**src/hdl/vna_ram.sv**
```systemverilog
`timescale 1ns / 1ps
module vna_ram #(
    parameter int WIDTH = 8,
    parameter int DEPTH = 16
) (
    input  logic                     aclk,
    input  logic                     we,
    input  logic [$clog2(DEPTH)-1:0] waddr,
    input  logic [WIDTH-1:0]         wdata,
    input  logic [$clog2(DEPTH)-1:0] raddr,
    output logic [WIDTH-1:0]         rdata
);
    logic [WIDTH-1:0] mem [DEPTH];

    always_ff @(posedge aclk) begin
        if (we) begin
            mem[waddr] <= wdata;
        end
        rdata <= mem[raddr];
    end
endmodule

```
**config.mk**
```make
export PLATFORM = sky130hd
export DESIGN_NAME = vna_ram
export DESIGN_NICKNAME = d
export VERILOG_FILES = /design/src/hdl/vna_ram.sv
export SDC_FILE = /design/constraint.sdc
export NUM_CORES = 1
export LEC_CHECK = 0
export ABC_AREA = 1
export BUFFER_PORTS_ARGS = -buffer_cell sky130_fd_sc_hd__buf_4
export CAP_MARGIN = 20
export CORE_MARGIN = 2
export CORE_UTILIZATION = 40
export DETAILED_ROUTE_END_ITERATION = 12
export GPL_TIMING_DRIVEN = 1
export MAX_ROUTING_LAYER = met4
export PLACE_DENSITY_LB_ADDON = 0.08
export RECOVER_POWER = 50
export SYNTH_ARGS = -nofsm -noshare
export SYNTH_HDL_FRONTEND = slang
export SYNTH_SLANG_ARGS = --single-unit
export TNS_END_PERCENT = 50
```
**constraint.sdc**
```tcl
create_clock -name aclk -period 1.7 [get_ports aclk]
set_input_delay 0.085 -clock aclk [delete_from_list [all_inputs] [get_ports aclk]]
set_output_delay 0.085 -clock aclk [all_outputs]
set_load 0.005 [all_outputs]
```
==> metrics.txt <==
Die Area=between 15,000 and 20,000 um^2; maximum vdd drop=approximately 680 uV; logic gate share of total power=0.063; fin cells=786; total power=~7.7 mW; Synthesized Nets=~570; final hold slack=0.103 ns; Ant. Diodes=0; clk sinks=between 100 and 150; P&R area growth vs syn=16.7%; die span in y=~120 um; antenna violations before repair=0; Die Wd=approximately 120 um; Site Rows=43; grt ovf=0; Initial Util=0.412; CTS tree=done; vias post-DR=between 3,000 and 4,000; Clock transition at path regs=approximately 0.050 ns; CORE AREA=around 14,000 um^2; Power Density=around 1100 nW/um^2; Buffers on Ports=25; CTS Root Cell=clkbuf_16; largest net degree at the start of global routing=65; Final Instance Area=between 6000 and 7000 um^2; CTS buffer count=17; final max-slew violation count=0; worst-skew pair later-pin latency=0.41 ns; leakage=2.89 nW; Place WS=between 0.3 and 0.4 ns; Placed Area=roughly 6200 um^2; Sw Ratio=0.208; average cell area after synthesis=between 10 and 15 um^2; Post-Synthesis Cells=roughly 550; Hold Vio Cnt, Final=0; drc violations=0; worst min-delay path class=input port to flop; RSZ-0062 raised after global routing=false; Slew headroom=0.315; post-route ant nets=0; min cycle time layout=between 1 and 1.5 ns; Iter 0 DRT Violations=~280; Reg power frac=0.492; vias in the first global route=around 3,800; MaxCap Viol Count=0; CP bufs+invs=1; ratio of cells with drive above 1 in the final layout=0.101; GPL Wtd Cong=between 0.8 and 0.9; clock group share of total power=0.445; placed cells=about 750; sequential-to-total area share from yosys stat=0.694; fin util=0.481; io pins=26; post-DR vias/cell=between 4 and 5; cell family with most CP delay=simple AND/OR/NAND/NOR gates; Post-Syn Area=about 5800 um^2; gr usage total=0.208; crit-path max cell delay=0.35 ns; maximum clock path buffer count=2; CP Class=flop to flop; crit path capture type=flop; outcome=finished clean; fmax=roughly 950 MHz; # setup viols final=0; Ys Warns=0; Data arrival, critical path=~1.4 ns; first-pass detailed-route iteration total=5; worst clock skew=roughly 0.0040 ns; actual slew at the worst max-slew pin=between 1 and 1.5 ns; first-pass GRT wire length=21.8 mm; Setup WS post-layout=0.649 ns; critical path's slowest cell=edfxtp_1; number of library cell types mapped by synthesis=12; worst-path cell chain=inv_1, nand2_1, nand3_1, nand3_1, nand3_1, nand2_1; dpl hpwl=roughly 8.7 mm; post-layout net count=611; Setup Total Neg Slack=0 ns; H-tree depth=4; final wirelength=about 14 mm; routed len/inst=17.9 um; Psw=about 1.6 mW; post-CTS resize count=0; internal power=around 6 mW; crit path launch type=flop; WP data required=about 2 ns; Final Cycle Share=0.618; Critical Path Fanout Max=1; flops & latches, synth=136; cell mode on critical path=nand3_1
worst paths after layout:
| check | start | to | slack [ns] | cells past startpoint |
|---|---|---|---|---|
| max | mem[7][0]$_DFFE_PP_ | rdata[0]$_DFF_P_ | 0.65 | 6 |
| min | raddr[2] | rdata[2]$_DFF_P_ | 0.10 | 4 |
| max reg2reg | mem[7][0]$_DFFE_PP_ | rdata[0]$_DFF_P_ | 0.65 | 6 |
| min reg2reg | mem[12][2]$_DFFE_PP_ | rdata[2]$_DFF_P_ | 0.66 | 6 |
synth_stat cells:
| library cell | instances | area [um^2] |
|---|---|---|
| nand2_1 | 173 | 649 |
| nand3b_1 | 2 | 15.0 |
| dfxtp_1 | 8 | 160 |
| buf_4 | 4 | 30.0 |
| inv_2 | 2 | 7.51 |
| nand3_1 | 97 | 485 |
| inv_1 | 100 | 375 |
| buf_2 | 13 | 65.1 |
| buf_1 | 1 | 3.75 |
| edfxtp_1 | 128 | 3840 |
| nor2_1 | 17 | 63.8 |
| buf_6 | 6 | 67.6 |
power by group through the flow:
stage | Clock (mW) | Sequential (mW) | Combinational (mW)
6_report | 3.41 | 3.77 | 0.484
5_1_grt | 3.62 | 3.78 | 0.547
4_1_cts | 3.48 | 3.77 | 0.506
3_5_place_dp | 0 | 3.84 | 0.502
3_3_place_gp | 0 | 3.84 | 0.500
2_1_floorplan | 0 | 3.84 | 0.264
metal layers:
| metal | wire, um | track usage | up-vias |
|---|---|---|---|
| li1 | - | - | 1854 |
| met1 | 6490 | 0.277 | 1785 |
| met4 | 269 | 0.0716 | 0 |
| met5 | 0 | - | - |
| met2 | 6530 | 0.310 | 92 |
| met3 | 745 | 0.0545 | 19 |
area by class of cell:
class	instances	area, um^2
Tap cell	180	225
Clock buffer	30	514
Inverter	102	383
Fill cell	1366	7260
Multi-Input combinational cell	289	1210
Sequential cell	136	4000
Clock inverter	2	35.0
Timing Repair Buffer	47	355
sequential cells by signal (all words and copies together) (netlist names):
signal	count
mem	128
rdata	8
cell families after synthesis:
| logic type | share of synthesized area |
|---|---|
| DFF | 0.694 |
| buffers and inverters | 0.0952 |
| and+or+nand+nor | 0.210 |
tightest hold or removal path: stages:
cell and delay (ns):
buf_4 0.18, nand3_1 0.10, nand3_1 0.06, nand2_1 0.05
cell usage in the layout, fill, tap and decap left out:
cell,n
buf_12,3
buf_4,33
bufinv_16,1
clkbuf_1,19
clkbuf_16,17
clkbuf_8,4
clkinv_2,1
dfxtp_1,8
dlygate4sd3_1,1
edfxtp_1,128
inv_1,100
inv_2,2
nand2_1,173
nand3_1,97
nand3b_1,2
nor2_1,17
timing repair:
action                                 4_1_cts  5_1_grt
buffers inserted                             0        0
endpoints found under the hold margin        4        0
hold buffers                                 1        0
(Power assumes the default switching activity.)
